**src/rtl/core/sfb_ram.sv**
```systemverilog
// ----------------------------------------------------------------------------
// sfb_ram
// Generic simple dual-port RAM, one write and one registered read port.
// ----------------------------------------------------------------------------
`default_nettype none

module sfb_ram #(
    parameter int WIDTH = 32,
    parameter int DEPTH = 64
) (
    input  wire logic                     clk,
    input  wire logic                     we,
    input  wire logic [$clog2(DEPTH)-1:0] waddr,
    input  wire logic [WIDTH-1:0]         wdata,
    input  wire logic [$clog2(DEPTH)-1:0] raddr,
    output logic      [WIDTH-1:0]         rdata
);

    logic [WIDTH-1:0] mem [DEPTH];

    always_ff @(posedge clk)
    begin
        if (we)
        begin
            mem[waddr] <= wdata;
        end
        rdata <= mem[raddr];
    end

endmodule

`default_nettype wire

```
**config.mk**
```make
export PLATFORM = sky130hd
export DESIGN_NAME = sfb_ram
export DESIGN_NICKNAME = d
export VERILOG_FILES = /design/src/rtl/core/sfb_ram.sv
export SDC_FILE = /design/constraint.sdc
export NUM_CORES = 2
export LEC_CHECK = 0
export BUFFER_PORTS_ARGS = -buffer_cell sky130_fd_sc_hd__buf_2
export CAP_MARGIN = 40
export CORE_MARGIN = 5
export CORE_UTILIZATION = 40
export CTS_BUF_LIST = sky130_fd_sc_hd__clkbuf_8
export DETAILED_ROUTE_END_ITERATION = 10
export HOLD_SLACK_MARGIN = 0.1
export SETUP_SLACK_MARGIN = 0.15
export SYNTH_ARGS = -nofsm -noshare
export SYNTH_HDL_FRONTEND = slang
export SYNTH_SLANG_ARGS = --single-unit
```
**constraint.sdc**
```tcl
create_clock -name clk -period 3.3 [get_ports clk]
set_clock_uncertainty 0.15 [all_clocks]
set_input_delay 0.165 -clock clk [delete_from_list [all_inputs] [get_ports clk]]
set_output_delay 0.165 -clock clk [all_outputs]
set_load 0.05 [all_outputs]
```
; ---- Yosys cells after proc, flatten, opt, wreduce, memory -nomap -nowiden
; Memories as Yosys holds them, arrays and structs flattened. A register that Yosys moved wholly into a read port is not among the register bits.
; Cells that the tools add are included.
[totals]
out_inout_bits = 32
register_bits = 0
word_cells = 3
mem_count = 1
inputBits = 46
ram_bits = 2048
[classes]
muxes = 2
[memory_table]
columns = name, depth, width, read_ports, rd_clocked_by_memory_dff, write_ports, line
row1 = mem, 64, 32, 1, 1, 1, 19  ; logic [WIDTH-1:0] mem [DEPTH];
[op_table]
columns = op, count
row1 = $mux W1, 2

; ---- Longest topological paths before layout
[depth]
ltp_word = 2
depth_mapped = 10
mapped_depth_nobuf = 5

; ---- Worst setup path before layout
; No wires, ideal clock.
[synth_path]
path_type = input port to flip-flop
from = input port waddr[3]
to = memory mem[48][0] (enable)
path_stages = 4
path_buffers = 1
path_slack_ns = -0.175
t_arrival_ns = 2.864
cell_sequence = clkbuf_1 nor2b_1 nand4b_1 nor3_1
[synth_rtl]
columns = item, line
row1 = "start, declared", 13  ; input wire logic [$clog2(DEPTH)-1:0] waddr,
row2 = "end, declared", 19
; Straight into the memory's write port.

==> reports/qor.yml <==
fin_nets: 3998
synth.most_common_cell: "edfxtp_1"
min_period_ns: 3.13
dpl-instance-area_sq_um: 85000
areaGrowthSynthToFinish_pct: 17.3
grt_pass1_wl_um: 302000
cts_buffers: 343
start_util_pct: 40.2
r2r_start: "mem[12][9]"
post-place-ws_ns: -0.179
p_per_area_nw_per_um2: 576
cts.sinks: 2080
synth_edf_count: 2048
ys_warn_count: 0
dieArea_sq_um: 205000
maxCapViolations: 0
yosys.area.top_type: "edfxtp_1"
async_flop_share_pct: 0
reg2reg_slack_ns: 0.40
placementRows: 162
p_leak_nw: 29.5
finish.utilization_pct: 47.2
worst-setup-path-type: "in -> reg"
synthTopCellsByArea: "edfxtp_1 78%, mux4_2 16%, mux2i_1 1.2%, dfxtp_1 0.82%, o22ai_1 0.67%"
overflow: 0
synth_common_cells: "2048 x edfxtp_1, 544 x mux4_2, 137 x nor2_1"
top_usage_layer: "met2"
setup_slack_ns: 0.171
min_path_type: "in -> reg"
hold_violations: 0
crit_path_max_fanout: 50
r2r_cells: 5
layout.cells.non_filler: 6823
critPathLaunch: "raddr[1]"
clk-insertion-delay-late_ns: 1.05
post-place-cells: 6131
peakVddDrop_mv: 0.460
cts_tree: "built"
final_cell_area_sq_um: 92100
core_sq_um: 195000
rsz0062_at_grt: "no"
grt_usage_pct: 20.8
yosys_register_bits: 2080
synth_nets: 3370
dp_hpwl_um: 123000
maxSlewHeadroom_pct: 36.7
grt_max_degree: 65
cts_root_buffer: "clkbuf_8"
crit_arrival_ns: 3.77
synth_flop_cell: "edfxtp_1"
use_met2_pct: 34.0
grt.met3_usage_pct: 3.94
netlist_area_sq_um: 78500
vias: 38767
worst_pin_slew_ns: 0.947
place.gp.congestion: 0.768
finalCritPeriodShare_pct: 94.8
post_cts_buffers: 0
yosysTopAreaCellShare_pct: 78.3
critPathCapture: "rdata[18]"
finalSetupViolations: 0
drt-wirelength-per-cell_um: 31.3
grt_pass1_vias: 39932
drc_errors: 0
h-tree-depth: 5
drtAntennaViolNets: 0
avgSynthCellArea_sq_um: 23.6
wl_um: 214000
io_buffers: 77
max_freq_mhz: 320
clk_path_buf_depth: 4
r2r-end: "rdata[9]"
synth.distinct_cells: 34
status: "completed"
ys_seq_area_share_pct: 79.1
dr.pass1.iters: 5
netlist_instances: 3324
ios: 78
slew_violations: 0
final.setup.tns_ns: 0
cp-start-kind: "primary input"
drive_gt1_share_pct: 33.0
route.detailed.vias_per_inst: 5.68
clkTransAtPathRegs_ns: 0.06
grt_util_met1_pct: 28.7
drt_iter0_markers: 4382
cp.required_ns: 3.94
antenna_found_initial: 14
fp.dieW_um: 453
die_y_um: 453
end_kind: "flip-flop"
## worst max-delay path: stages
cell,delay (ns)
dlygate4sd3_1,0.59
buf_8,0.31
buf_12,0.31
buf_12,0.33
mux4_2,0.38
mux4_2,0.53
o22ai_1,0.74
nor2_1,0.29
## routing by layer
metal,share of wire [%],vias up
met4,2.7,2
met1,40,21096
li1,-,15587
met3,7.9,381
met5,0.0061,-
met2,49,1701
## placed cells by master (no fill, tap or decap), types with 51 or more instances in the layout
cell,synthesis,final
edfxtp_1,2048,2048
mux4_2,544,544
clkbuf_8,0,366
buf_4,25,207
inv_1,0,131
dlygate4sd3_1,0,96
mux2i_1,93,93
o22ai_1,84,83
buf_12,0,76
nor2_1,137,75
buf_2,57,73
a21oi_1,62,62
nor2_4,0,62
clkinv_1,0,51
## flip-flops by register name, indices dropped and copies added (netlist names)
| name | count |
|---|---|
| mem | 2048 |
| rdata | 32 |
## logic make-up (layout without fill, tap and decap cells)
| family | count (synthesis) | after routing | synth area share (%) |
|---|---|---|---|
| multiplexers | 637 | 637 | 16.8 |
| AND/OR/NAND/NOR | 223 | 223 | 1.27 |
| flip-flops | 2080 | 2080 | 79.1 |
| other | 0 | 8 | 0 |
| AO/OA/AOI/OAI | 202 | 202 | 1.67 |
| buffers and inverters | 182 | 1049 | 1.13 |
## what timing repair did
item,in CTS,in global routing
resized for setup,0,1
endpoints found under the hold margin,3414,0
setup endpoints to repair,0,1
hold buffers,96,0
## power breakdown
part	internal, mW	switching [mW]	total (mW)	leakage [nW]
Combinational	1.23	1.99	3.22	7.17
Clock	10.6	9.86	20.5	3.59
Sequential	29.3	0.138	29.4	18.7
## final cells by class
cell class	count	area, sq um
Fill cell	15925	103000
Clock buffer	366	5040
Sequential cell	2080	62100
Multi-Input combinational cell	1062	16000
Timing Repair Buffer	465	4640
Clock inverter	218	1030
Antenna cell	8	20.0
Tap cell	2624	3280
## worst min path at each step
stage,start,endpoint,slack (ns),cells past startpoint
2_1_floorplan,wdata[0],mem[0][0],0.11,0
3_3_place_gp,rdata[29],rdata[29],0.49,1
3_5_place_dp,wdata[8],mem[52][8],0.37,1
4_1_cts,wdata[10],mem[4][10],0.10,2
5_1_grt,wdata[24],mem[12][24],0.10,3
6_report,wdata[24],mem[18][24],0.15,3
## through the flow
step                      hold slack (ns)  power [mW]
after global routing                0.103        55.0
after CTS                           0.103        53.6
after detailed placement            0.368        33.1
final                               0.152        53.1
after floorplan                     0.114        31.5
after global placement              0.492        33.0
Power figures use the tool's default switching activity.
