**config.mk**
```make
export PLATFORM = sky130hd
export DESIGN_NAME = sfb_mac
export DESIGN_NICKNAME = d
export VERILOG_FILES = /design/src/rtl/core/sfb_pkg.sv /design/src/rtl/core/sfb_mac.sv
export SDC_FILE = /design/constraint.sdc
export NUM_CORES = 2
export LEC_CHECK = 0
export BUFFER_PORTS_ARGS = -buffer_cell sky130_fd_sc_hd__buf_2
export CORE_ASPECT_RATIO = 1.5
export CORE_MARGIN = 2
export CORE_UTILIZATION = 35
export CTS_BUF_LIST = sky130_fd_sc_hd__clkbuf_4 sky130_fd_sc_hd__clkbuf_8
export DETAILED_ROUTE_END_ITERATION = 8
export GPL_TIMING_DRIVEN = 1
export SLEW_MARGIN = 40
export SYNTH_ARGS = -nofsm -noshare
export SYNTH_HDL_FRONTEND = slang
export SYNTH_SLANG_ARGS = --single-unit
export TNS_END_PERCENT = 30
```
**constraint.sdc**
```tcl
create_clock -name clk -period 4.3 [get_ports clk]
set_clock_uncertainty 0.1 [all_clocks]
set_input_delay 0.215 -clock clk [delete_from_list [all_inputs] [get_ports clk]]
set_output_delay 0.215 -clock clk [all_outputs]
set_load 0.01 [all_outputs]
```
**src/rtl/core/sfb_pkg.sv**
```systemverilog
// ----------------------------------------------------------------------------
// sfb_pkg
// Shared types and constants of the stereo FIR filter bank.
// ----------------------------------------------------------------------------
`default_nettype none

package sfb_pkg;

    localparam int DATA_W    = 32;
    localparam int NUM_FILT  = 6;
    localparam int CFG_IDX_W = 2;

    // configuration register indexes
    localparam logic [CFG_IDX_W-1:0] CFG_PRE_GAIN  = 2'd0;
    localparam logic [CFG_IDX_W-1:0] CFG_TAP_COUNT = 2'd1;
    localparam logic [CFG_IDX_W-1:0] CFG_LAYOUT    = 2'd2;

    // input beat kinds
    localparam logic MODE_PAIR = 1'b0;
    localparam logic MODE_LOAD = 1'b1;

    // coefficient banks
    localparam logic [1:0] BANK_LP  = 2'd0;
    localparam logic [1:0] BANK_HP  = 2'd1;
    localparam logic [1:0] BANK_BP  = 2'd2;
    localparam logic [1:0] BANK_NUM = 2'd3;

    // issue word for the multiply-accumulate unit
    typedef struct packed {
        logic vld;
        logic first;
        logic last;
        logic gain;
    } mac_ctl_t;

    // bank used by each filter: left LP, HP, BP then right BP, HP, LP
    function automatic logic [1:0] filt_bank(input logic [2:0] f);
        logic [1:0] b;
        case (f)
            3'd0:    b = BANK_LP;
            3'd1:    b = BANK_HP;
            3'd2:    b = BANK_BP;
            3'd3:    b = BANK_BP;
            3'd4:    b = BANK_HP;
            default: b = BANK_LP;
        endcase
        return b;
    endfunction

endpackage

`default_nettype wire

```
**src/rtl/core/sfb_mac.sv**
```systemverilog
// ----------------------------------------------------------------------------
// sfb_mac
// Shared multiply-accumulate unit: Q1.31 products floored to Q31, wide sum,
// saturated result.
// ----------------------------------------------------------------------------
`default_nettype none

module sfb_mac
    import sfb_pkg::*;
#(
    parameter int MAX_TAPS = 64
) (
    input  wire logic                     clk,
    input  wire logic                     rst_n,
    input  wire mac_ctl_t                 ctl,
    input  wire logic signed [DATA_W-1:0] gain_x,
    input  wire logic signed [DATA_W-1:0] pre_gain,
    input  wire logic signed [DATA_W-1:0] coef,
    input  wire logic signed [DATA_W-1:0] hist,
    output logic                          res_vld,
    output logic signed [DATA_W-1:0]      res
);

    localparam int ACC_W = 34 + $clog2(MAX_TAPS);
    localparam int TERM_W = DATA_W + 1;

    mac_ctl_t                        ctl1_reg;
    logic signed [2*DATA_W-1:0]      prod_reg;
    logic signed [ACC_W-1:0]         acc_reg;
    logic                            done_reg;
    logic signed [DATA_W-1:0]        opa;
    logic signed [DATA_W-1:0]        opb;
    logic signed [2*DATA_W-1:0]      shifted;
    logic signed [TERM_W-1:0]        term;
    logic signed [ACC_W-1:0]         acc_next;
    logic [ACC_W-DATA_W:0]           hi;

    // operand select
    assign opa = ctl.gain ? gain_x : coef;
    assign opb = ctl.gain ? pre_gain : hist;

    // floor to Q31 and accumulate
    assign shifted  = prod_reg >>> (DATA_W - 1);
    assign term     = shifted[TERM_W-1:0];
    assign acc_next = (ctl1_reg.first ? ACC_W'(0) : acc_reg)
                    + {{(ACC_W-TERM_W){term[TERM_W-1]}}, term};

    always_ff @(posedge clk or negedge rst_n)
    begin
        if (!rst_n)
        begin
            ctl1_reg <= '0;
            done_reg <= 1'b0;
        end
        else
        begin
            ctl1_reg <= ctl;
            done_reg <= ctl1_reg.vld & ctl1_reg.last;
        end
    end

    always_ff @(posedge clk)
    begin
        prod_reg <= opa * opb;
        if (ctl1_reg.vld)
        begin
            acc_reg <= acc_next;
        end
    end

    // saturate to Q1.31
    assign hi      = acc_reg[ACC_W-1:DATA_W-1];
    assign res_vld = done_reg;
    always_comb
    begin
        if ((&hi) || !(|hi))
            res = acc_reg[DATA_W-1:0];
        else if (acc_reg[ACC_W-1])
            res = {1'b1, {(DATA_W-1){1'b0}}};
        else
            res = {1'b0, {(DATA_W-1){1'b1}}};
    end

endmodule

`default_nettype wire

```
; ---- Word-level counts from Yosys, hierarchy flattened
; Cells that the tools add are included.
[classes]
addsub = 1
multipliers = 1
n_div = 0
order_cmp = 0
eq_ne = 0
shift = 0
mux = 5
bitwise = 1
n_reduce_logical = 4
[ops]
columns = cell, count
row1 = 32-bit 2-to-1 mux, 4
row2 = 32-bit by 32-bit multiplier with 64-bit output, 1
row3 = 40-bit adder, 1
row4 = 40-bit 2-to-1 mux, 1
row5 = 9-bit AND reduction, 1
row6 = 9-bit OR reduction, 1
row7 = 1-bit bitwise AND, 1
row8 = 1-bit logical NOT, 1
row9 = 1-bit logical OR, 1
[word_totals]
regBits = 108
latch_bits = 0
mem_bits_rw = 0
mem_bits_ro = 0
inputBits = 134
out_inout_bits = 33
word_cells = 18
memories = 0

; ---- Depth between registers and ports, before layout
[logic_depth]
word_depth = 4
depth_mapped = 32
depth_no_buf = 28

; ---- Worst setup path before layout
; No wires, ideal clock.
[synth_timing]
path_kind = input-to-reg
from = input ctl[0] in the netlist's numbering
to = register prod_reg[62]
setup_ns = 0.072
arrival_ns = 8.280
t_required_ns = 4.128
path_slack_ns = -4.152
path_stages = 27
path_buffers = 4
cell_sequence = buf_2 -> buf_1 -> clkbuf_1 -> mux2i_1 -> clkbuf_1 -> nor2_1 -> ha_1 -> fa_1 -> fa_1 -> fa_1 -> inv_1 -> fa_1 -> inv_1 -> fa_1 -> inv_1 -> fa_1 -> inv_1 -> fa_1 -> ha_1 -> a21o_1 -> a21o_1 -> a21o_1 -> a21o_1 -> a21oi_1 -> a31oi_1 -> a21oi_1 -> xnor2_1
[synth_between]
elab_chain_len = 2
word_cells_on_any_way = 3
cone_classes = 1 x mul / 2 x mux
[synth_lines]
columns = element, line
row1 = from (decl), sfb_mac.sv:15  ; input wire mac_ctl_t ctl,
row2 = 32-bit 2-to-1 mux (on tied branches), "sfb_mac.sv:39, sfb_mac.sv:40"
row3 = 32-bit by 32-bit multiplier with 64-bit output (*), sfb_mac.sv:64  ; prod_reg <= opa * opb;
row4 = to (signal assigned), sfb_mac.sv:64
row5 = to (decl), sfb_mac.sv:28  ; logic signed [2*DATA_W-1:0] prod_reg;
; Every way passes the cells marked *; elsewhere a longest branch is shown, timed or not.
; A chain may end at the register's enable or synchronous reset.

; ---- Final worst setup path
[layout_timing]
from = input ctl[0] in the netlist's numbering
to = register prod_reg[56]
; The elaborated chain is that of the path after synthesis.

==> results.json <==
{
  "synth_commonest_cells": "fa_1 (1082), inv_1 (971), nor2_1 (568)",
  "grtUsageMet2_pct": 43.6,
  "hold_viol": 0,
  "yosysMostFrequentCell": "fa_1",
  "grt_util_met3_pct": 3.59,
  "worst-path-stages": 31,
  "synth_async_sr_flop_share_pct": 5.19,
  "synth_area_leaders": "fa_1 (55%), inv_1 (9.2%), ha_1 (6.9%)",
  "path_delay_family": "adder cells",
  "violations": "setup timing",
  "final_cell_count_no_fill": 6317,
  "met1_usage_pct": 27.4,
  "synth_nets": 5667,
  "wl_per_cell_um": 22.5,
  "gp_congestion": 1.02,
  "dr.pass1.iters": 6,
  "worst_ep_arrival_time_ns": 7.97,
  "ys.flop_type": "edfxtp_1",
  "num-fill-cells": 10800,
  "hp-class": "input port to asynchronous set/reset pin",
  "start_util_pct": 35.4,
  "fmax_mhz": 128,
  "post-place-ws_ns": -4.58,
  "end_kind": "flop",
  "slowest_delay_ns": 0.61,
  "vias": 32200,
  "ant_nets": 0,
  "cts_htree_levels": 3,
  "yosysTopAreaCell": "fa_1",
  "critPathLaunchType": "input port",
  "area_growth_pct": 24.0,
  "port_buffers": 166,
  "clockBufferDepth": 2,
  "clockRootBuffer": "clkbuf_8",
  "path_buf_inv": 10,
  "synth_cell_type_count": 69,
  "design.die.area_um2": 116000,
  "dpl.hpwl_um": 121000,
  "critPathRequiredTime_ns": 4.47,
  "drc": 0,
  "setup_tns_ns": -107.42,
  "cp_max_fo": 7,
  "path_clk_slew_ns": 0.09,
  "fin_area_um2": 48900,
  "layout.nets": 6302,
  "grt-busiest-layer": "met2",
  "setup_viol": 33,
  "cts_inserted_buffers": 9,
  "postSynthCellCount": 4232,
  "ioPinCount": 167,
  "grt_pass1_vias": 36700,
  "finalCritPeriodShare_pct": 181,
  "grt-ovfl-total": 0,
  "worst_pin_slew_ns": 0.666,
  "syn_avg_cell_area_um2": 9.33,
  "synth_edf_count": 40,
  "outcome": "finished, violations left",
  "cts_tree": "built",
  "r2r_cells": 13,
  "grt_pass1_wl_um": 218000,
  "cpMostUsedCell": "fa_1",
  "dpl.cell_count": 6236,
  "slew_headroom_pct": 55.6,
  "drv_cap": 0,
  "numClockSinks": 77,
  "drv_slew": 0,
  "core_region_area_um2": 112000,
  "grt_max_degree": 42,
  "clk_latency_ns": 0.39,
  "layout_setup_ws_ns": -3.50,
  "viasPerCell": 5.09,
  "row_count": 150,
  "rsz0062_at_grt": "yes",
  "path_class": "input port to flop",
  "die_w_um": 278,
  "die_h_um": 415,
  "ys_seq_area_share_pct": 4.97,
  "antenna_found_initial": 1,
  "drt_wl_total_um": 142000,
  "first_iter_violations": 1966,
  "placement.cell_area_um2": 47100,
  "netlist_area_um2": 39500,
  "slowest_stage": "fa_2",
  "synth.top_cell.area_share_pct": 54.9,
  "finalCriticalPeriod_ns": 7.80,
  "yosys_warnings": 0,
  "largest_register_ffs": 40,
  "grt_usage_pct": 25.5,
  "drive_gt1_share_pct": 21.7,
  "ys_ff_latch": 77
}
what timing repair did:
item                       in CTS  in global routing
buffers inserted               34                 22
setup endpoints to repair      33                 33
gates resized for setup       117                105
hold endpoints to repair        7                  0
gates cloned                    4                  2
pin swaps                      37                 67
hold buffers                    4                  0
logic make-up (layout without fill, tap and decap cells):
kind of cell | count (synthesis) | in the layout | share of synthesized area [%]
flops | 77 | 77 | 4.97
buf+inv | 1140 | 1780 | 10.8
fa+ha+maj | 1301 | 1301 | 61.8
other cells | 0 | 1 | 0
mux | 115 | 115 | 3.08
simple gates | 1249 | 1249 | 12.9
xor+xnor | 83 | 83 | 1.84
compound gates | 267 | 267 | 4.56
per-layer routing:
metal  vias up  part of all wire [%]
met1     16600                    33
met2      1325                    49
met3       545                   6.2
met5         -                 0.013
li1      13700                     -
met4         2                    12
per-stage QoR:
stage / hold slack (ns) / utilization [%]
floorplan: -0.181 / -
global placement: -0.0813 / 42.1
detailed placement: -0.0769 / 42.1
CTS: 0.0101 / 43.2
global route: 0.0317 / 43.8
finish: 0.0467 / 43.8
area by class of cell:
cell class | instances | area (um^2) | share of cell area, %
diodes | 1 | 2.50 | 0.00511
well taps | 1444 | 1810 | 3.69
clock buffers | 11 | 139 | 0.284
repair buffers | 792 | 6870 | 14.0
flip-flops and latches | 77 | 1960 | 4.01
clock inverters | 5 | 85.1 | 0.174
inverters | 972 | 3660 | 7.47
multi-input cells | 3015 | 34400 | 70.3
path summary, 6_finish.rpt:
path,startpoint,endpoint,slack [ns]
min,rst_n,ctl1_reg[1],0.05
max,ctl[0],prod_reg[56],-3.50
min in group clk,ctl[1],ctl1_reg[1],0.36
max reg2reg,ctl1_reg[2],acc_reg[37],0.50
min reg2reg,ctl1_reg[1],res_vld,0.36
max in group asynchronous,rst_n,ctl1_reg[3],3.93
placed cells by master, fill, tap and decap left out, types with 20 or more instances in the layout:
cell type,n
edfxtp_1,40
xnor2_1,60
buf_12,87
fa_1,1051
dfxtp_1,33
buf_6,20
xor2_1,23
a21o_1,76
mux2i_4,28
buf_4,507
mux2_4,21
mux2_2,32
a21oi_1,66
inv_1,960
nand2_1,507
o21ai_0,27
nand2b_1,22
nor2_1,547
fa_2,31
ha_1,204
buf_2,165
nor2b_1,47
Power is left out: the tool's default activity adds up to more than one toggle a clock period on the data nets, which glitch-free logic cannot reach.
