### src/rtl/core/sfb_pkg.sv
// ----------------------------------------------------------------------------
// sfb_pkg
// Shared types and constants of the stereo FIR filter bank.
// ----------------------------------------------------------------------------
`default_nettype none

package sfb_pkg;

    localparam int DATA_W    = 32;
    localparam int NUM_FILT  = 6;
    localparam int CFG_IDX_W = 2;

    // configuration register indexes
    localparam logic [CFG_IDX_W-1:0] CFG_PRE_GAIN  = 2'd0;
    localparam logic [CFG_IDX_W-1:0] CFG_TAP_COUNT = 2'd1;
    localparam logic [CFG_IDX_W-1:0] CFG_LAYOUT    = 2'd2;

    // input beat kinds
    localparam logic MODE_PAIR = 1'b0;
    localparam logic MODE_LOAD = 1'b1;

    // coefficient banks
    localparam logic [1:0] BANK_LP  = 2'd0;
    localparam logic [1:0] BANK_HP  = 2'd1;
    localparam logic [1:0] BANK_BP  = 2'd2;
    localparam logic [1:0] BANK_NUM = 2'd3;

    // issue word for the multiply-accumulate unit
    typedef struct packed {
        logic vld;
        logic first;
        logic last;
        logic gain;
    } mac_ctl_t;

    // bank used by each filter: left LP, HP, BP then right BP, HP, LP
    function automatic logic [1:0] filt_bank(input logic [2:0] f);
        logic [1:0] b;
        case (f)
            3'd0:    b = BANK_LP;
            3'd1:    b = BANK_HP;
            3'd2:    b = BANK_BP;
            3'd3:    b = BANK_BP;
            3'd4:    b = BANK_HP;
            default: b = BANK_LP;
        endcase
        return b;
    endfunction

endpackage

`default_nettype wire

### src/rtl/core/sfb_ctrl.sv
// ----------------------------------------------------------------------------
// sfb_ctrl
// Sequencer: input beats, delay line and coefficient addressing, write
// positions, MAC issue and the output register.
// ----------------------------------------------------------------------------
`default_nettype none

module sfb_ctrl
    import sfb_pkg::*;
#(
    parameter int MAX_TAPS = 64
) (
    input  wire logic                                 clk,
    input  wire logic                                 rst_n,
    // input channel
    input  wire logic                                 in_valid,
    output logic                                      in_stall,
    input  wire logic                                 mode,
    input  wire logic signed [DATA_W-1:0]             sample_left,
    input  wire logic signed [DATA_W-1:0]             sample_right,
    input  wire logic [1:0]                           coeff_bank,
    input  wire logic [5:0]                           coeff_index,
    input  wire logic signed [DATA_W-1:0]             coeff_value,
    // output channel
    output logic                                      out_valid,
    input  wire logic                                 out_stall,
    output logic [2:0]                                channel,
    output logic signed [DATA_W-1:0]                  value,
    output logic                                      last,
    // configuration
    input  wire logic [6:0]                           tap_count,
    input  wire logic                                 layout_select,
    // delay line memory
    output logic                                      h_we,
    output logic [$clog2(NUM_FILT*MAX_TAPS)-1:0]      h_waddr,
    output logic signed [DATA_W-1:0]                  h_wdata,
    output logic [$clog2(NUM_FILT*MAX_TAPS)-1:0]      h_raddr,
    // coefficient memory
    output logic                                      c_we,
    output logic [$clog2(BANK_NUM*MAX_TAPS)-1:0]      c_waddr,
    output logic signed [DATA_W-1:0]                  c_wdata,
    output logic [$clog2(BANK_NUM*MAX_TAPS)-1:0]      c_raddr,
    // MAC unit
    output mac_ctl_t                                  mac_ctl,
    output logic signed [DATA_W-1:0]                  gain_x,
    input  wire logic                                 res_vld,
    input  wire logic signed [DATA_W-1:0]             res
);

    localparam int HA_W   = $clog2(NUM_FILT*MAX_TAPS);
    localparam int CA_W   = $clog2(BANK_NUM*MAX_TAPS);
    localparam int POS_W  = $clog2(MAX_TAPS);
    localparam int CNT_W  = $clog2(MAX_TAPS + 1);
    localparam int H_LAST = NUM_FILT*MAX_TAPS - 1;

    typedef enum logic [2:0] {
        ST_CLEAR,
        ST_IDLE,
        ST_GAIN,
        ST_FWR,
        ST_MAC,
        ST_WAIT,
        ST_EMIT
    } state_t;

    state_t                      state_reg;
    logic [2:0]                  job_reg;
    logic signed [DATA_W-1:0]    left_reg;
    logic signed [DATA_W-1:0]    right_reg;
    logic signed [DATA_W-1:0]    gl_reg;
    logic signed [DATA_W-1:0]    gr_reg;
    logic signed [DATA_W-1:0]    res_reg;
    logic [POS_W-1:0]            pos_reg;
    logic [POS_W-1:0]            k_reg;
    logic [HA_W-1:0]             hbase_reg;
    logic [HA_W-1:0]             clr_reg;
    logic [POS_W-1:0]            wp_reg [NUM_FILT];
    mac_ctl_t                    ctl_reg;
    logic                        out_valid_reg;
    logic [2:0]                  channel_reg;
    logic signed [DATA_W-1:0]    value_reg;
    logic                        last_reg;

    logic [CNT_W-1:0]            n_taps;
    logic [2:0]                  filt;
    logic [POS_W-1:0]            cur_wp;
    logic [POS_W-1:0]            k_top;
    logic [CA_W-1:0]             cbase;
    logic [CA_W-1:0]             lbase;
    logic [2:0]                  out_pos;
    logic                        out_free;
    logic                        load_ok;

    // taps in use: zero counts as one, capped at the delay line length
    always_comb
    begin
        if (tap_count == 7'd0)
            n_taps = CNT_W'(1);
        else if (32'(tap_count) > MAX_TAPS)
            n_taps = CNT_W'(MAX_TAPS);
        else
            n_taps = CNT_W'(tap_count);
    end
    assign k_top = POS_W'(n_taps - CNT_W'(1));

    // advance a circular position
    function automatic logic [POS_W-1:0] bump(input logic [POS_W-1:0] p,
                                              input logic [CNT_W-1:0] n);
        logic [POS_W:0] inc;
        inc = {1'b0, p} + 1'b1;
        if (32'(inc) >= 32'(n))
            return '0;
        return inc[POS_W-1:0];
    endfunction

    function automatic logic [CA_W-1:0] bank_base(input logic [1:0] b);
        logic [CA_W-1:0] r;
        case (b)
            BANK_LP: r = '0;
            BANK_HP: r = CA_W'(MAX_TAPS);
            BANK_BP: r = CA_W'(2*MAX_TAPS);
            default: r = '0;
        endcase
        return r;
    endfunction

    assign filt   = job_reg - 3'd2;
    assign cur_wp = (filt < 3'(NUM_FILT)) ? wp_reg[filt] : '0;
    assign cbase  = bank_base(filt_bank(filt));
    assign lbase  = bank_base(coeff_bank);
    assign load_ok = (coeff_bank != BANK_NUM) && (32'(coeff_index) < MAX_TAPS);
    assign out_pos = (job_reg == 3'd0) ? 3'd0 : job_reg - 3'd1;
    assign out_free = !out_valid_reg || !out_stall;

    // memory ports
    always_comb
    begin
        h_we    = 1'b0;
        h_waddr = clr_reg;
        h_wdata = '0;
        if (state_reg == ST_CLEAR)
        begin
            h_we = 1'b1;
        end
        else if (state_reg == ST_FWR)
        begin
            h_we    = 1'b1;
            h_waddr = hbase_reg + HA_W'(cur_wp);
            h_wdata = (filt < 3'd3) ? gl_reg : gr_reg;
        end
    end
    assign h_raddr = hbase_reg + HA_W'(pos_reg);
    assign c_we    = (state_reg == ST_IDLE) && in_valid && (mode == MODE_LOAD) && load_ok;
    assign c_waddr = lbase + CA_W'(coeff_index);
    assign c_wdata = coeff_value;
    assign c_raddr = cbase + CA_W'(k_reg);

    assign mac_ctl   = ctl_reg;
    assign gain_x    = job_reg[0] ? right_reg : left_reg;
    assign in_stall  = (state_reg != ST_IDLE);
    assign out_valid = out_valid_reg;
    assign channel   = channel_reg;
    assign value     = value_reg;
    assign last      = last_reg;

    // sequencer
    always_ff @(posedge clk or negedge rst_n)
    begin
        if (!rst_n)
        begin
            state_reg     <= ST_CLEAR;
            job_reg       <= '0;
            clr_reg       <= '0;
            hbase_reg     <= '0;
            ctl_reg       <= '0;
            out_valid_reg <= 1'b0;
            for (int i = 0; i < NUM_FILT; i++)
            begin
                wp_reg[i] <= '0;
            end
        end
        else
        begin
            ctl_reg <= '0;
            if (out_valid_reg && !out_stall)
            begin
                out_valid_reg <= 1'b0;
            end
            case (state_reg)
                ST_CLEAR:
                begin
                    clr_reg <= clr_reg + 1'b1;
                    if (clr_reg == HA_W'(H_LAST))
                    begin
                        state_reg <= ST_IDLE;
                    end
                end
                ST_IDLE:
                begin
                    if (in_valid && (mode == MODE_PAIR))
                    begin
                        left_reg  <= sample_left;
                        right_reg <= sample_right;
                        job_reg   <= '0;
                        state_reg <= ST_GAIN;
                    end
                end
                ST_GAIN:
                begin
                    ctl_reg   <= '{vld: 1'b1, first: 1'b1, last: 1'b1, gain: 1'b1};
                    state_reg <= ST_WAIT;
                end
                ST_FWR:
                begin
                    pos_reg   <= bump(cur_wp, n_taps);
                    k_reg     <= k_top;
                    state_reg <= ST_MAC;
                end
                ST_MAC:
                begin
                    ctl_reg <= '{vld: 1'b1, first: (k_reg == k_top),
                                 last: (k_reg == '0), gain: 1'b0};
                    pos_reg <= bump(pos_reg, n_taps);
                    k_reg   <= k_reg - 1'b1;
                    if (k_reg == '0)
                    begin
                        wp_reg[filt] <= bump(pos_reg, n_taps);
                        state_reg    <= ST_WAIT;
                    end
                end
                ST_WAIT:
                begin
                    if (res_vld)
                    begin
                        res_reg <= res;
                        case (job_reg)
                            3'd0:
                            begin
                                gl_reg    <= res;
                                state_reg <= ST_EMIT;
                            end
                            3'd1:
                            begin
                                gr_reg    <= res;
                                job_reg   <= 3'd2;
                                hbase_reg <= '0;
                                state_reg <= ST_FWR;
                            end
                            default:
                            begin
                                state_reg <= ST_EMIT;
                            end
                        endcase
                    end
                end
                ST_EMIT:
                begin
                    if (out_free)
                    begin
                        out_valid_reg <= 1'b1;
                        channel_reg   <= {2'b00, ~layout_select} + out_pos;
                        value_reg     <= res_reg;
                        last_reg      <= (job_reg == 3'd7);
                        job_reg       <= job_reg + 1'b1;
                        if (job_reg == 3'd7)
                            state_reg <= ST_IDLE;
                        else if (job_reg == 3'd0)
                            state_reg <= ST_GAIN;
                        else
                        begin
                            hbase_reg <= hbase_reg + HA_W'(MAX_TAPS);
                            state_reg <= ST_FWR;
                        end
                    end
                end
                default:
                begin
                    state_reg <= ST_IDLE;
                end
            endcase
        end
    end

endmodule

`default_nettype wire

### config.mk
export PLATFORM = sky130hd
export DESIGN_NAME = sfb_ctrl
export DESIGN_NICKNAME = d
export VERILOG_FILES = /design/src/rtl/core/sfb_pkg.sv /design/src/rtl/core/sfb_ctrl.sv
export SDC_FILE = /design/constraint.sdc
export NUM_CORES = 1
export LEC_CHECK = 0
export BUFFER_PORTS_ARGS = -buffer_cell sky130_fd_sc_hd__buf_2
export CAP_MARGIN = 15
export CORE_MARGIN = 2
export CORE_UTILIZATION = 45
export DETAILED_ROUTE_END_ITERATION = 12
export PLACE_DENSITY = 0.7
export SLEW_MARGIN = 15
export SYNTH_ARGS = -nofsm -noshare
export SYNTH_HDL_FRONTEND = slang
export SYNTH_SLANG_ARGS = --single-unit
### constraint.sdc
create_clock -name clk -period 4.2 [get_ports clk]
set_input_delay 0.84 -clock clk [delete_from_list [all_inputs] [get_ports clk]]
set_output_delay 0.84 -clock clk [all_outputs]
set_load 0.01 [all_outputs]
== Word level (Yosys, flattened, before mapping) ==
Cells that the tools add are included.

* Register bits after elaboration: 273
* Input port bits: 150
* Output and inout bits: 174
* Word-level logic and storage cells: 165

* Magnitude comparators: 7
* Eq/ne operators: 28
* Add/subtract/negate cells: 14
* Muxes and demuxes: 60
* Reductions and logical operators: 28
* Bitwise gates (word level): 3

{| class="wikitable"
|+ Operator list
! kind !! number
|-
| $mux W32 || 4
|-
| $mux W6 || 11
|-
| $mux W9 || 7
|-
| $bwmux W36 || 1
|-
| $mux W3 || 11
|-
| $pmux W8 S2 || 2
|-
| $pmux W6 S2 || 2
|-
| $pmux W3 S7 || 1
|-
| $add A9 B6 Y9 || 2
|-
| $bmux W6 S3 || 1
|-
| $demux W6 S3 || 1
|-
| $pmux W9 S2 || 1
|-
| $add A8 B6 Y8 || 2
|-
| $eq A3 B3 Y1 const B || 5
|-
| $add A6 B1 Y7 const B || 2
|-
| $ge A7 B7 Y1 || 2
|-
| $mux W7 || 2
|-
| $ne A2 B2 Y1 const B || 7
|-
| $eq A3 B2 Y1 const B || 4
|-
| $mux W1 || 12
|-
| $sub A6 B1 Y6 const B || 2
|-
| $reduce_and A5 Y1 || 2
|-
| $add A9 B1 Y9 const B || 1
|-
| $add A9 B7 Y9 const B || 1
|-
| other kinds (35) || 54
|}

== Longest topological paths before layout ==
Gate-level depths: netlist of the first run.

* Word-level depth: 12
* Gate-level depth with buffers: 16
* Gate-level depth less buffers: 14

== Worst setup path before layout of the first run ==
No wires, ideal clock.

* Path type: input to register
* Start: input port mode
* End: register left_reg[0], enable pin
* Slack: 0.051 ns
* Data arrival time: 3.663 ns
* Stages on the path: 2
* Path buffers: 0
* Setup time: 0.486 ns
* Required time: 3.714 ns
* Cell sequence: nand3b_1 -> nor2_1

* Word-level cells in the longest chain between the ends: 3

{| class="wikitable"
|+ RTL lines
! what !! line !! text
|-
| start: declaration || sfb_ctrl.sv:18 || <nowiki>input wire logic mode,</nowiki>
|-
| $not A1 Y1 || sfb_ctrl.sv:200 || <nowiki>if (in_valid && (mode == MODE_PAIR))</nowiki>
|-
| $logic_and A1 B1 Y1 || sfb_ctrl.sv:200 ||
|-
| $reduce_and A3 Y1 (no source line) || -- ||
|-
| end signal: assignment || sfb_ctrl.sv:202 || <nowiki>left_reg <= sample_left;</nowiki>
|-
| end: declaration || sfb_ctrl.sv:68 || <nowiki>logic signed [DATA_W-1:0] left_reg;</nowiki>
|}

Every way passes these cells.
A chain may end at the register's enable or synchronous reset.

== Final worst setup path of the first run ==
* Start: register job_reg[1]
* End: register pos_reg[1] (data pin)

* Word-level cells in the longest chain between the ends: 12
* Elaborated cells on any way between the ends: 13
* Those cells by class: 2 x add/sub; 2 x order compare; 8 x mux; 1 x bitwise

{| class="wikitable"
|+ RTL lines
! what !! line !! text
|-
| start: declaration || sfb_ctrl.sv:67 || <nowiki>logic [2:0] job_reg;</nowiki>
|-
| start signal: assignment || sfb_ctrl.sv:264 || <nowiki>job_reg <= job_reg + 1'b1;</nowiki>
|-
| $sub A3 B2 Y3 (*) || sfb_ctrl.sv:127 || <nowiki>assign filt = job_reg - 3'd2;</nowiki>
|-
| $not A3 Y4 (not written as such) || sfb_ctrl.sv:128 || <nowiki>assign cur_wp = (filt < 3'(NUM_FILT)) ? wp_reg[filt] : '0;</nowiki>
|-
| $bmux W6 S3 || sfb_ctrl.sv:128 ||
|-
| $mux W6 (not written as such) (2 in series) || sfb_ctrl.sv:128 ||
|-
| $mux W6 (*) || sfb_ctrl.sv:128 ||
|-
| $add A6 B1 Y7 (*) || sfb_ctrl.sv:110 || <nowiki>inc = {1'b0, p} + 1'b1;</nowiki>
|-
| $ge A7 B7 Y1 || sfb_ctrl.sv:111 || <nowiki>if (32'(inc) >= 32'(n))</nowiki>
|-
| $mux W1 || sfb_ctrl.sv:111 ||
|-
| $mux W1 || sfb_ctrl.sv:189 || <nowiki>case (state_reg)</nowiki>
|-
| $mux W6 (*) || sfb_ctrl.sv:113 || <nowiki>return inc[POS_W-1:0];</nowiki>
|-
| $pmux W6 S2 (*) || sfb_ctrl.sv:189 ||
|-
| end signal: assignment || sfb_ctrl.sv:215 || <nowiki>pos_reg <= bump(cur_wp, n_taps);</nowiki>
|-
| end signal: assignment || sfb_ctrl.sv:223 || <nowiki>pos_reg <= bump(pos_reg, n_taps);</nowiki>
|-
| end: declaration || sfb_ctrl.sv:73 || <nowiki>logic [POS_W-1:0] pos_reg;</nowiki>
|}

Every way passes the cells marked *; elsewhere a longest branch is shown, timed or not. The select of a mux whose other input is x is not followed.

==> results, run 1 <==
- When the netlist entered floorplanning its net count stood at approximately 1000.
- At the placement stage, the worst setup path has a slack of 0.366 ns.
- The congestion estimate from routability-driven global placement came to about 0.83.
- In the routed layout, each cell is associated on average with a via count of between 5 and 6.
- Setup violations remaining at the end of the flow were counted as 0.
- The summed negative setup slack over all endpoints is 0 ns.
- The buffers inserted during post-CTS setup optimization is 0.
- Including well taps, the total number of placed cells is 1339.
- The number of gates resized after CTS is 0.
- The number of antenna violations at the first check in global routing is 2.
- Counting instances in the post-synthesis netlist gives the leading cell types as sky130_fd_sc_hd__edfxtp_1 (208), sky130_fd_sc_hd__nand2_1 (108), sky130_fd_sc_hd__mux2_2 (77).
- In the final layout, the share of cells above drive strength 1 is 0.372.
- Yosys printed 0 warnings.
- The number of hold buffers added after CTS was 0.
- The aggregate routed wire length is around 26000 um.
- The total clock sinks is approximately 270.
- Broken down by cell family, the worst path's largest delay share belongs to compound AO/OA/AOI/OAI gates.
- Clock tree synthesis selected as its root buffer the cell sky130_fd_sc_hd__clkbuf_16.
- The transition time at the pin with the least slew margin is ~1 ns.
- Once placement finished, the instance area stood at ~0.013 sq mm.
- The critical path in this run is classified as reg2reg.
- The cell type contributing the most total cell area after synthesis is sky130_fd_sc_hd__edfxtp_1.
- Hold is met by 0.417 ns.
- The synthesized netlist cell count is roughly 820.
- Among all stages on the critical path, the largest delay is contributed by sky130_fd_sc_hd__a32oi_1.
- The clock latency at the later pin of the worst-skew pair is 0.56 ns.
- Summing every instance area after synthesis gives 0.0116 sq mm.
- In the finished design, the share of the clock period the worst path needs comes to 0.902.
- STA classifies the critical path endpoint as a register.
- The largest net degree at the start of global routing is 65.
- The detailed-placement wirelength estimate is ~18000 um.
- The tool flagged a number of max-cap violations equal to 0.
- The overall routing resource usage is 0.187.
- For this configuration, the core starts out at a cell density of 0.458.
- For this design the static power due to leakage is ~5.7 nW.
- The endpoint arrival time on the critical path is 4.20 ns.
- Counting I/O delays and the setup requirement, the final critical path takes 3.79 ns.
- The proportion of netlist area held by the largest area contributor is 0.540.
- The path class of the tightest hold or removal check is reg2reg.
- The post-detailed-route wirelength per cell is 18.4 um.
- TritonCTS built the clock tree.
- Setup repair after global routing left no endpoint under its margin.
- Traced cell by cell, the critical path runs through inv_1, ha_1, buf_4, nor2b_1, a32oi_1, inv_1, ha_1, and3b_1, xnor2_1, inv_1, ha_1, a21o_1, a211oi_1, o21ai_1, a2bb2o_1.
- The finished layout holds approximately 1400 standard cells, fillers aside.
- The worst max-slew margin expressed relative to the limit is 0.318.
- The mean instance size in the synthesized netlist is 14.1 sq um.
- The maximum buffer depth of the clock tree is 3.
- The total area inside the core boundary comes to 0.0253 sq mm.
- The highest cell delay on the worst timing path is approximately 0.38 ns.
- The floorplan step defined a die boundary enclosing 0.0270 sq mm.
- For this run, the top clock speed supported by timing is between 200 and 300 MHz.
- The most frequently used flop master after synthesis is sky130_fd_sc_hd__edfxtp_1.
- For this run, the share of the core covered by cells in the final layout is 0.546.
- The post-route standard cell area excluding fillers is 0.0138 sq mm.
- By instance count, the leading cell after synthesis is sky130_fd_sc_hd__edfxtp_1.
- The number of flops mapped to enable cells by yosys is about 210.
- Overall power consumption after layout is estimated at between 7 and 8 mW.
- The register with the most flip-flops in the layout has 36 of them.
- The overall die width is 164 um.
- The depth of the CTS H-tree is 1.
- The number of top-level pins is 324.
- The first detailed-routing pass took 5 iterations.
- The TritonCTS buffer count is 28.
- The final-report max-slew violation count came to 0.
- The first global-routing pass estimated roughly 39000 um of wire.
- Yosys mapped the design onto 60 distinct sky130hd cell types.
- In this run the core area contains 58 standard-cell rows.
- The die extent in y is approximately 160 um.
- The detailed router's first-iteration violation count is about 530.
- The startpoint kind of the worst setup timing path is a register.
- The peak ir drop on the vdd network is roughly 360 uV.
- Between clock sinks in the finished design, the worst skew comes to ~0.022 ns.
- The count of vias placed by the detailed router is slightly above 7000.
- The layout overhead on the synthesized area is 19.2%.
- The number of global-route vias before repair is 7183.
- Counting both buffers and inverters, the worst setup path holds a total of 4.
- Setup slack on the critical path of the routed design comes to between 0.4 and 0.5 ns.
- Clock-pin slew was measured on the worst setup and hold paths at roughly 0.060 ns.
- The maximum fanout encountered on the critical timing path is 11.
- The data required time of the worst path is roughly 4.6 ns.
- The count of buffers added on input and output ports is approximately 250.
- The part of the Yosys area used for sequential elements is 0.667.
- Yosys attributes the largest share of cell area to sky130_fd_sc_hd__edfxtp_1 (54%), sky130_fd_sc_hd__dfrtp_1 (13%), sky130_fd_sc_hd__mux2_2 (7.5%), sky130_fd_sc_hd__ha_1 (3.6%), sky130_fd_sc_hd__nand2_1 (3.5%).
- In this run, synthesis produced a sequential element count of between 200 and 300.
- The residual antenna-violating net count after detailed routing is 0.
- At the end of the flow, the number of nets in the layout was ~1200.
- The share of synthesized registers carrying an async set or reset is 0.221.
- The global route total overflow is 0.
- The final-report hold violation count is 0.
- The post-detailed-route DRC marker count is 0.
- The flow ran to the end, and the final reports show no timing, DRC or antenna violations.
- The power per cell area is 550 mW/mm^2.
## worst register-to-register path, cell delays in order, from the launching register on
cell and delay (ns):
sky130_fd_sc_hd__dfrtp_1 0.37, sky130_fd_sc_hd__inv_1 0.15, sky130_fd_sc_hd__ha_1 0.34, sky130_fd_sc_hd__buf_4 0.21, sky130_fd_sc_hd__nor2b_1 0.14, sky130_fd_sc_hd__a32oi_1 0.38, sky130_fd_sc_hd__inv_1 0.17, sky130_fd_sc_hd__ha_1 0.24
sky130_fd_sc_hd__and3b_1 0.21, sky130_fd_sc_hd__xnor2_1 0.20, sky130_fd_sc_hd__inv_1 0.06, sky130_fd_sc_hd__ha_1 0.18, sky130_fd_sc_hd__a21o_1 0.15, sky130_fd_sc_hd__a211oi_1 0.33, sky130_fd_sc_hd__o21ai_1 0.23, sky130_fd_sc_hd__a2bb2o_1 0.29
## placed cells by master (no fill, tap or decap), types with 4 or more instances in the layout
master	n
sky130_fd_sc_hd__buf_2	247
sky130_fd_sc_hd__edfxtp_1	208
sky130_fd_sc_hd__nand2_1	108
sky130_fd_sc_hd__mux2_2	77
sky130_fd_sc_hd__dfrtp_1	58
sky130_fd_sc_hd__a21oi_1	46
sky130_fd_sc_hd__ha_1	33
sky130_fd_sc_hd__clkbuf_16	28
sky130_fd_sc_hd__nor2_1	25
sky130_fd_sc_hd__inv_1	20
sky130_fd_sc_hd__xnor2_1	17
sky130_fd_sc_hd__o21ai_0	16
sky130_fd_sc_hd__buf_4	16
sky130_fd_sc_hd__nand3_1	12
sky130_fd_sc_hd__xor2_1	10
sky130_fd_sc_hd__nand2b_1	10
sky130_fd_sc_hd__nor3_1	9
sky130_fd_sc_hd__nor2b_1	8
sky130_fd_sc_hd__clkbuf_1	8
sky130_fd_sc_hd__clkinv_1	7
sky130_fd_sc_hd__nand4_1	6
sky130_fd_sc_hd__clkinv_2	5
sky130_fd_sc_hd__mux4_2	4
sky130_fd_sc_hd__a21o_1	4
sky130_fd_sc_hd__a211oi_1	4
sky130_fd_sc_hd__a21boi_0	4
## area by class of cell
cell class	instances	area, sq um
Timing Repair Buffer	263	1360
Antenna cell	1	2.50
Clock buffer	36	731
Clock inverter	15	145
Multi-Input combinational cell	458	3350
Sequential cell	267	7720
Tap cell	330	413
Inverter	21	78.8
Fill cell	2101	11500
## per-layer routing
layer | track usage | vias up | part of all wire
met4 | 0.0613 | 0 | 0.029
met5 | 0 | - | 0
met1 | 0.242 | 3432 | 0.41
li1 | - | 3376 | -
met2 | 0.306 | 265 | 0.48
met3 | 0.0495 | 66 | 0.080
## where the power goes
group / switching (mW) / internal, mW
combinational: 1.22 / 0.737
clock: 0.995 / 1.35
sequential: 0.158 / 3.13
## path summary, 6_finish.rpt
kind,from,to,slack [ns],cells past startpoint
setup / recovery,job_reg[1],pos_reg[1],0.41,15
min in group asynchronous,rst_n,out_valid,0.50,2
setup reg to reg,job_reg[1],pos_reg[1],0.41,15
hold / removal,res_reg[2],value[2],0.42,0
max in group asynchronous,rst_n,job_reg[0],3.14,2
hold reg to reg,res_reg[2],value[2],0.42,0
## cell families (layout without fill, tap and decap cells)
| kind of cell | after synthesis | in the layout | share of synthesized area |
|---|---|---|---|
| compound gates | 106 | 106 | 0.0580 |
| xor+xnor | 27 | 27 | 0.0204 |
| fa+ha+maj | 33 | 33 | 0.0357 |
| buf+inv | 94 | 335 | 0.0457 |
| flops | 267 | 267 | 0.667 |
| mux | 90 | 90 | 0.0944 |
| other cells | 0 | 1 | 0 |
| simple gates | 202 | 202 | 0.0787 |
Note: power is estimated with default switching activity, not from simulation.
==> run 2: changes to the inputs <==
--- a/config.mk
+++ b/config.mk
@@ -5,6 +5,7 @@
 export SDC_FILE = /design/constraint.sdc
 export NUM_CORES = 1
 export LEC_CHECK = 0
+export ABC_AREA = 1
 export BUFFER_PORTS_ARGS = -buffer_cell sky130_fd_sc_hd__buf_2
 export CAP_MARGIN = 15
 export CORE_MARGIN = 2
==> run 2 against run 1 <==
Compared with the run above:
- clock power is 3% higher
- synthesized cell count is 32% higher
- sequential cell count stayed put
- sequential share of layout area is 1.5 points lower
- register-to-register slack better by 0.05 ns
- cell count is 18% higher
- clock-buffer cell count is 4 lower
- sequential power is 2% lower
- final area is 2.7% higher
- largest power group unchanged
==> results, run 2 <==
- Setup repair after global routing missed its margin: false (unchanged).
- The number of violations of the max-capacitance limit is 0 (unchanged).
- The peak ir drop on the vdd network was 479 uV (was 359 uV).
- The aggregate routed wire length came to 27700 um (was 25600 um).
- The post-detailed-route DRC marker count came to 0 (unchanged).
- The global route total overflow is 0 (unchanged).
- The largest net degree at the start of global routing is 65 (unchanged).
- The buffers inserted during post-CTS setup optimization was 0 (unchanged).
- The proportion of netlist area held by the largest area contributor is 0.524 (was 0.540).
- The total leakage power is 6.06 nW (was 5.69 nW).
- The post-route core utilization is 0.544 (was 0.546).
- The register clock-pin slew on the reported worst setup and hold paths is 0.06 ns (about the same).
- The maximum buffer depth of the clock tree is 3 (unchanged).
- The residual antenna-violating net count after detailed routing is 0 (unchanged).
- The share of cell area taken by muxes after synthesis is 0.000839 (was 0.0944).
- The wire length of the first global-routing pass is 44000 um (was 39100 um).
- The post-detailed-placement cell area came to 0.0132 sq mm (was 0.0129 sq mm).
- The clock latency at the later pin of the worst-skew pair is 0.56 ns (about the same).
- The element type at the critical path end was a register (unchanged).
- The most frequent cell after synthesis is sky130_fd_sc_hd__nand2_1 (was sky130_fd_sc_hd__edfxtp_1).
- The number of top-level pins is 324 (unchanged).
- The overall routing resource usage came to 0.197 (was 0.187).
- Outcome: finished, final reports clean (unchanged).
- The TritonCTS buffer count is 28 (unchanged).
- The worst max-slew margin expressed relative to the limit is 0.465 (was 0.318).
- The transition time at the pin with the least slew margin came to 0.803 ns (was 1.02 ns).
- The CTS root buffer is sky130_fd_sc_hd__clkbuf_16 (unchanged).
- The startpoint of the worst-slack reg-to-reg timing path is job_reg[1] (unchanged).
- The number of vias per cell after detailed routing is 5.08 (was 5.13).
- The startpoint kind of the worst setup timing path was a register (unchanged).
- The multi-input logic area is 0.00342 sq mm (was 0.00335 sq mm).
- The synthesized netlist cell count is 1078 (was 819).
- The most common cell after layout, fill and taps aside is sky130_fd_sc_hd__nand2_1 (was sky130_fd_sc_hd__buf_2).
- The slowest library cell on the worst path was sky130_fd_sc_hd__ha_1 (was sky130_fd_sc_hd__a32oi_1).
- The post-detailed-route wirelength per cell is 16.8 um (was 18.4 um).
- The global-route track usage on met1 is 0.242 (about the same).
- The highest cell delay on the worst timing path came to 0.47 ns (was 0.38 ns).
- The post-route standard cell area excluding fillers came to 0.0142 sq mm (was 0.0138 sq mm).
- The summed negative setup slack over all endpoints was 0 ns (unchanged).
- The detailed router's first-iteration violation count is 606 (was 527).
- The total clock sinks is 267 (unchanged).
- The final-report max-slew violation count is 0 (unchanged).
- The fraction of the mapped netlist area in simple logic gates is 0.166 (was 0.0787).
- The total number of yosys warnings came to 0 (unchanged).
- The fraction of the mapped netlist area in compound gates is 0.0616 (was 0.0580).
- The achievable frequency is 268 MHz (was 264 MHz).
- The post-route clock skew came to 0.0280 ns (was 0.0219 ns).
- The dominant combinational cell family by area after synthesis is simple AND/OR/NAND/NOR gates (was multiplexers).
- The number of different library cells in the post-synthesis netlist is 48 (was 60).
- Critical path, cell by cell: inv_6, ha_1, nor2_8, o211ai_1, nand2_1, nand2_1, inv_1, ha_1, nand4_1, or2_4, and2_4, ha_1, a21oi_1, o21ai_0, nor4_4, nand3_1, nand2_1 (was inv_1, ha_1, buf_4, nor2b_1, a32oi_1, inv_1, ha_1, and3b_1, xnor2_1, inv_1, ha_1, a21o_1, a211oi_1, o21ai_1, a2bb2o_1).
- The maximum fanout encountered on the critical timing path is 13 (was 11).
- The post-layout net count is 1471 (was 1222).
- The number of endpoints failing setup at the final stage is 0 (unchanged).
- The part of the Yosys area used for sequential elements is 0.647 (was 0.667).
- The cell type contributing the most total cell area after synthesis is sky130_fd_sc_hd__edfxtp_1 (unchanged).
- The cell type group with the largest total delay on the critical path was simple AND/OR/NAND/NOR gates (was compound AO/OA/AOI/OAI gates).
- The number of flops mapped to enable cells by yosys came to 208 (unchanged).
- Top cells by area in the synthesized netlist: sky130_fd_sc_hd__edfxtp_1 (52%), sky130_fd_sc_hd__dfrtp_1 (12%), sky130_fd_sc_hd__nand2_1 (9.3%), sky130_fd_sc_hd__ha_1 (3.5%), sky130_fd_sc_hd__nand3_1 (3.4%) (was sky130_fd_sc_hd__edfxtp_1 (54%), sky130_fd_sc_hd__dfrtp_1 (13%), sky130_fd_sc_hd__mux2_2 (7.5%), sky130_fd_sc_hd__ha_1 (3.6%), sky130_fd_sc_hd__nand2_1 (3.5%)).
- The terminus of the critical flop-to-flop path is pos_reg[4] (was pos_reg[1]).
- The share of synthesized registers carrying an async set or reset is 0.221 (unchanged).
- The adder and majority gate portion of the synthesized area was 0.0346 (was 0.0357).
- The most frequently used flop master after synthesis is sky130_fd_sc_hd__edfxtp_1 (unchanged).
- The clock period minus final worst setup slack is 3.74 ns (was 3.79 ns).
- The area of the placeable core came to 0.0261 sq mm (was 0.0253 sq mm).
- The netlist area before placement is 0.0119 sq mm (was 0.0116 sq mm).
- The layout filler cell count is 2278 (was 2101).
- The number of flip-flops under the largest register name was 36 (unchanged).
- The xor-xnor portion of the synthesized cell area is 0.0187 (was 0.0204).
- The final cycle utilization of the critical path is 0.890 (was 0.902).
- The number of hold-repair buffers added at the cts stage is 0 (unchanged).
- The met3 usage is 0.0532 (was 0.0495).
- The number of global-route vias before repair is 8473 (was 7183).
- The number of placement rows is 59 (was 58).
- The path category of the worst min-delay check is in2async (was reg2reg).
- The critical path class is reg2reg (unchanged).
- The depth of the CTS H-tree is 1 (unchanged).
- The footprint of the flip-flops and latches is 0.00772 sq mm (unchanged).
- The overall die area is 0.0278 sq mm (was 0.0270 sq mm).
- The count of vias placed by the detailed router came to 8355 (was 7139).
- The mean instance size in the synthesized netlist is 11.1 sq um (was 14.1 sq um).
- The data required time of the worst path came to 4.61 ns (about the same).
- The count of input and output buffers is 247 (unchanged).
- The buffer and inverter count on the worst path is 2 (was 4).
- The number of antenna violations at the first check in global routing is 4 (was 2).
- The layer carrying the most global-route usage is met2 (unchanged).
- The final-report hold violation count was 0 (unchanged).
- Ranking of synthesized cells by instance count: sky130_fd_sc_hd__nand2_1 (294), sky130_fd_sc_hd__edfxtp_1 (208), sky130_fd_sc_hd__nand3_1 (81) (was sky130_fd_sc_hd__edfxtp_1 (208), sky130_fd_sc_hd__nand2_1 (108), sky130_fd_sc_hd__mux2_2 (77)).
- The routability congestion estimate was 0.904 (was 0.831).
- The number of cells on the worst reg-to-reg path is 17 (was 15).
- The number of nets produced by synthesis came to 1261 (was 1002).
- The endpoint arrival time on the critical path came to 4.14 ns (was 4.20 ns).
- Leading cell types in the layout, fill and taps excluded: sky130_fd_sc_hd__nand2_1 (294), sky130_fd_sc_hd__buf_2 (247), sky130_fd_sc_hd__edfxtp_1 (208) (was sky130_fd_sc_hd__buf_2 (247), sky130_fd_sc_hd__edfxtp_1 (208), sky130_fd_sc_hd__nand2_1 (108)).
- The layout overhead on the synthesized area is 18.8% (was 19.2%).
- The met2 layer usage reported by global route is 0.335 (was 0.306).
- The detailed-placement wirelength estimate is 19200 um (was 17800 um).
- The number of optimization iterations in the first detailed-route pass was 7 (was 5).
- The fraction of final layout cells sized beyond drive strength 1 is 0.268 (was 0.372).
- The starting utilization of the core area is 0.458 (about the same).
- The die extent in y is 167 um (was 164 um).
- The post-synthesis sequential element count came to 267 (unchanged).
- The CTS tree is yes (unchanged).
- The overall die width is 167 um (was 164 um).
- The final worst hold slack is 0.140 ns (was 0.417 ns).
- The power per cell area is 577 mW/mm^2 (was 550 mW/mm^2).
- The number of gates resized after CTS was 0 (unchanged).
- The reg2reg setup slack was 0.46 ns (was 0.41 ns).
## run 2: changes by cell type after synthesis, moves of 9 or more
cell	delta
sky130_fd_sc_hd__buf_2	+14
sky130_fd_sc_hd__inv_1	+49
sky130_fd_sc_hd__inv_2	+11
sky130_fd_sc_hd__mux2_2	-77
sky130_fd_sc_hd__nand2_1	+186
sky130_fd_sc_hd__nand2b_1	-10
sky130_fd_sc_hd__nand3_1	+68
sky130_fd_sc_hd__nor2_1	+9
sky130_fd_sc_hd__o21ai_0	+15
sky130_fd_sc_hd__o21ai_1	+34
sky130_fd_sc_hd__xnor2_1	-11
## run 2: report_power, final
| part | internal [mW] | switching [mW] | leakage, nW |
|---|---|---|---|
| Combinational | 0.841 | 1.68 | 3.14 |
| Clock | 1.41 | 1.01 | 0.431 |
| Sequential | 3.10 | 0.139 | 2.50 |
## run 2: area by class of cell
class | count | area share
Tap cell | 335 | 0.0296
Timing Repair Buffer | 263 | 0.0971
Antenna cell | 2 | 0.000353
Sequential cell | 267 | 0.545
Multi-Input combinational cell | 644 | 0.242
Clock inverter | 17 | 0.0133
Inverter | 84 | 0.0226
Clock buffer | 32 | 0.0505
## run 2: how the worst max path moves through the flow
stage	depth (start not counted)	endpoint	startpoint	slack (ns)
floorplan	7	gl_reg[0]	job_reg[0]	0.51
global placement	17	pos_reg[4]	job_reg[1]	0.63
detailed placement	17	pos_reg[4]	job_reg[1]	0.53
CTS	17	pos_reg[4]	job_reg[1]	0.47
global route	17	pos_reg[5]	job_reg[1]	0.20
finish	17	pos_reg[4]	job_reg[1]	0.46
## run 2: kinds of logic (layout without fill, tap and decap cells)
group | Yosys count | in the layout
simple gates | 454 | 454
compound gates | 133 | 133
buf+inv | 167 | 396
flops | 267 | 267
fa+ha+maj | 33 | 33
other cells | 0 | 2
xor+xnor | 23 | 23
mux | 1 | 1
## run 2: metal layers
metal,routed length (um),share of wire
met1,11200,0.41
met2,13300,0.48
met3,2150,0.078
met4,1000,0.036
met5,27,0.00097
## run 2: through the flow
step	setup WS (ns)	std cells	total power, mW
after floorplan	0.510	1078	5.05
final	0.463	1644	8.18
after global routing	0.203	1643	8.65
after CTS	0.474	1641	8.26
after detailed placement	0.526	1592	5.82
after global placement	0.628	1592	5.77
==> run 3: changes to the inputs <==
--- a/config.mk
+++ b/config.mk
@@ -8,8 +8,10 @@
 export ABC_AREA = 1
 export BUFFER_PORTS_ARGS = -buffer_cell sky130_fd_sc_hd__buf_2
 export CAP_MARGIN = 15
+export CORE_ASPECT_RATIO = 2
 export CORE_MARGIN = 2
 export CORE_UTILIZATION = 45
+export CTS_CLUSTER_DIAMETER = 120
 export DETAILED_ROUTE_END_ITERATION = 12
 export PLACE_DENSITY = 0.7
 export SLEW_MARGIN = 15
==> run 3 against run 2 <==
Compared with the run above:
- worst hold slack better by 0.18 ns
- sequential share of layout area up 0.40 points
- largest cell class unchanged
- critical endpoint is now pos_reg[0]
- combinational power is 2% higher
==> results, run 3 (synthesized netlist as in run 2, its figures left out) <==
- Setup repair after global routing missed its margin: false (unchanged).
- The number of placement rows came to 84 (was 59).
- The global-route track usage on met1 is 0.213 (was 0.242).
- The total leakage power came to 6.03 nW (was 6.06 nW).
- The largest net degree at the start of global routing is 65 (unchanged).
- The starting utilization of the core area came to 0.456 (was 0.458).
- The transition time at the pin with the least slew margin is 1.01 ns (was 0.803 ns).
- The wire length of the first global-routing pass is 44800 um (was 44000 um).
- The global route total overflow is 0 (unchanged).
- The detailed-placement wirelength estimate is 21200 um (was 19200 um).
- The element type at the critical path end is a register (unchanged).
- The maximum buffer depth of the clock tree is 3 (unchanged).
- The buffers inserted during post-CTS setup optimization came to 0 (unchanged).
- The most common cell after layout, fill and taps aside is sky130_fd_sc_hd__nand2_1 (unchanged).
- The met3 usage was 0.0384 (was 0.0532).
- The cell type group with the largest total delay on the critical path is simple AND/OR/NAND/NOR gates (unchanged).
- The endpoint arrival time on the critical path is 4.20 ns (was 4.14 ns).
- Leading cell types in the layout, fill and taps excluded: sky130_fd_sc_hd__nand2_1 (293), sky130_fd_sc_hd__buf_2 (247), sky130_fd_sc_hd__edfxtp_1 (208) (was sky130_fd_sc_hd__nand2_1 (294), sky130_fd_sc_hd__buf_2 (247), sky130_fd_sc_hd__edfxtp_1 (208)).
- The reg2reg setup slack is 0.40 ns (was 0.46 ns).
- The fraction of final layout cells sized beyond drive strength 1 came to 0.269 (was 0.268).
- The residual antenna-violating net count after detailed routing is 0 (unchanged).
- The area of the placeable core is 0.0262 sq mm (was 0.0261 sq mm).
- The data required time of the worst path was 4.59 ns (was 4.61 ns).
- The summed negative setup slack over all endpoints was 0 ns (unchanged).
- The startpoint kind of the worst setup timing path is a register (unchanged).
- The slowest library cell on the worst path is sky130_fd_sc_hd__ha_1 (unchanged).
- The number of flip-flops under the largest register name is 36 (unchanged).
- The clock period minus final worst setup slack came to 3.80 ns (was 3.74 ns).
- The number of endpoints failing setup at the final stage was 0 (unchanged).
- The clock latency at the later pin of the worst-skew pair is 0.53 ns (was 0.56 ns).
- The post-route core utilization is 0.538 (was 0.544).
- The aggregate routed wire length is 29200 um (was 27700 um).
- The layout overhead on the synthesized area is 18.0% (was 18.8%).
- The post-detailed-route wirelength per cell is 17.7 um (was 16.8 um).
- The overall die area was 0.0279 sq mm (was 0.0278 sq mm).
- The number of global-route vias before repair is 8559 (was 8473).
- The TritonCTS buffer count is 24 (was 28).
- The highest cell delay on the worst timing path is 0.47 ns (about the same).
- Critical path, cell by cell: inv_6, ha_1, nor2_8, o21ai_1, o21ai_2, nand2_1, inv_1, ha_1, nand4_1, or2_4, and2_4, ha_1, a21oi_1, o21ai_0, nor4_4, nand2_1, nand2_1 (was inv_6, ha_1, nor2_8, o211ai_1, nand2_1, nand2_1, inv_1, ha_1, nand4_1, or2_4, and2_4, ha_1, a21oi_1, o21ai_0, nor4_4, nand3_1, nand2_1).
- The layer carrying the most global-route usage is met2 (unchanged).
- The detailed router's first-iteration violation count is 425 (was 606).
- The depth of the CTS H-tree is 1 (unchanged).
- The routability congestion estimate is 0.967 (was 0.904).
- The achievable frequency is 263 MHz (was 268 MHz).
- The number of violations of the max-capacitance limit is 0 (unchanged).
- The number of hold-repair buffers added at the cts stage is 0 (unchanged).
- The met2 layer usage reported by global route is 0.384 (was 0.335).
- The final cycle utilization of the critical path is 0.906 (was 0.890).
- The path category of the worst min-delay check is in2async (unchanged).
- The count of input and output buffers was 247 (unchanged).
- Outcome: finished, final reports clean (unchanged).
- The final-report max-slew violation count is 0 (unchanged).
- The number of antenna violations at the first check in global routing is 3 (was 4).
- The post-layout net count is 1467 (was 1471).
- The CTS tree was yes (unchanged).
- The overall die width is 119 um (was 167 um).
- The peak ir drop on the vdd network is 417 uV (was 479 uV).
- The worst max-slew margin expressed relative to the limit is 0.322 (was 0.465).
- The post-detailed-placement cell area is 0.0133 sq mm (was 0.0132 sq mm).
- The count of vias placed by the detailed router is 8407 (was 8355).
- The buffer and inverter count on the worst path is 2 (unchanged).
- The post-route standard cell area excluding fillers is 0.0141 sq mm (was 0.0142 sq mm).
- The overall routing resource usage is 0.207 (was 0.197).
- The post-route clock skew is 0.0198 ns (was 0.0280 ns).
- The number of optimization iterations in the first detailed-route pass is 5 (was 7).
- The CTS root buffer is sky130_fd_sc_hd__clkbuf_16 (unchanged).
- The die extent in y is 234 um (was 167 um).
- The number of vias per cell after detailed routing came to 5.11 (was 5.08).
- The maximum fanout encountered on the critical timing path is 13 (unchanged).
- The number of top-level pins is 324 (unchanged).
- The post-detailed-route DRC marker count is 0 (unchanged).
- The critical path class is reg2reg (unchanged).
- The final-report hold violation count came to 0 (unchanged).
- The number of gates resized after CTS came to 0 (unchanged).
- The total clock sinks was 267 (unchanged).
- The power per cell area is 574 mW/mm^2 (was 577 mW/mm^2).
- The register clock-pin slew on the reported worst setup and hold paths is 0.07 ns (was 0.06 ns).
## run 3: layout make-up
class                           count  area [sq um]
Antenna cell                        1          2.50
Tap cell                          344           430
Clock buffer                       30           686
Timing Repair Buffer              263          1360
Inverter                           84           320
Clock inverter                     13           120
Multi-Input combinational cell    644          3430
Fill cell                        2302         12100
Sequential cell                   267          7720
## run 3: power by group
part / switching, mW / internal (mW)
combinational: 1.73 / 0.848
clock: 0.962 / 1.28
sequential: 0.146 / 3.10
## run 3: worst paths after layout
kind                             from    endpoint  cells after the start
max reg2reg                job_reg[1]  pos_reg[0]                     17
min                             rst_n  wp_reg[20]                      1
max                        job_reg[1]  pos_reg[0]                     17
min in group clk           res_reg[0]    value[0]                      0
min reg2reg                res_reg[0]    value[0]                      0
max in group asynchronous       rst_n  clr_reg[3]                      2
## run 3: metal layers
layer	part of all wire	wire, um	up-vias
met5	0.00086	25	-
met4	0.060	1760	4
met3	0.058	1710	104
met2	0.54	15700	313
met1	0.34	10000	3966
li1	-	-	4020
## run 3: worst register-to-register path, cell delays in order, from the launching register on
cell                      delay (ns)
sky130_fd_sc_hd__dfrtp_1        0.42
sky130_fd_sc_hd__inv_6          0.09
sky130_fd_sc_hd__ha_1           0.47
sky130_fd_sc_hd__nor2_8         0.19
sky130_fd_sc_hd__o21ai_1        0.10
sky130_fd_sc_hd__o21ai_2        0.18
sky130_fd_sc_hd__nand2_1        0.09
sky130_fd_sc_hd__inv_1          0.07
sky130_fd_sc_hd__ha_1           0.19
sky130_fd_sc_hd__nand4_1        0.18
sky130_fd_sc_hd__or2_4          0.28
sky130_fd_sc_hd__and2_4         0.14
sky130_fd_sc_hd__ha_1           0.31
sky130_fd_sc_hd__a21oi_1        0.17
sky130_fd_sc_hd__o21ai_0        0.14
sky130_fd_sc_hd__nor4_4         0.44
sky130_fd_sc_hd__nand2_1        0.12
sky130_fd_sc_hd__nand2_1        0.07
## run 3: metrics by stage
stage | total power [mW] | hold WS [ns] | std cells | setup WS [ns]
floorplan | 5.05 | 0.400 | 1078 | 0.510
global placement | 5.82 | 0.401 | 1602 | 0.603
detailed placement | 5.88 | 0.405 | 1602 | 0.522
CTS | 8.15 | 0.310 | 1645 | 0.472
global route | 8.54 | 0.361 | 1646 | 0.0966
finish | 8.07 | 0.321 | 1646 | 0.396
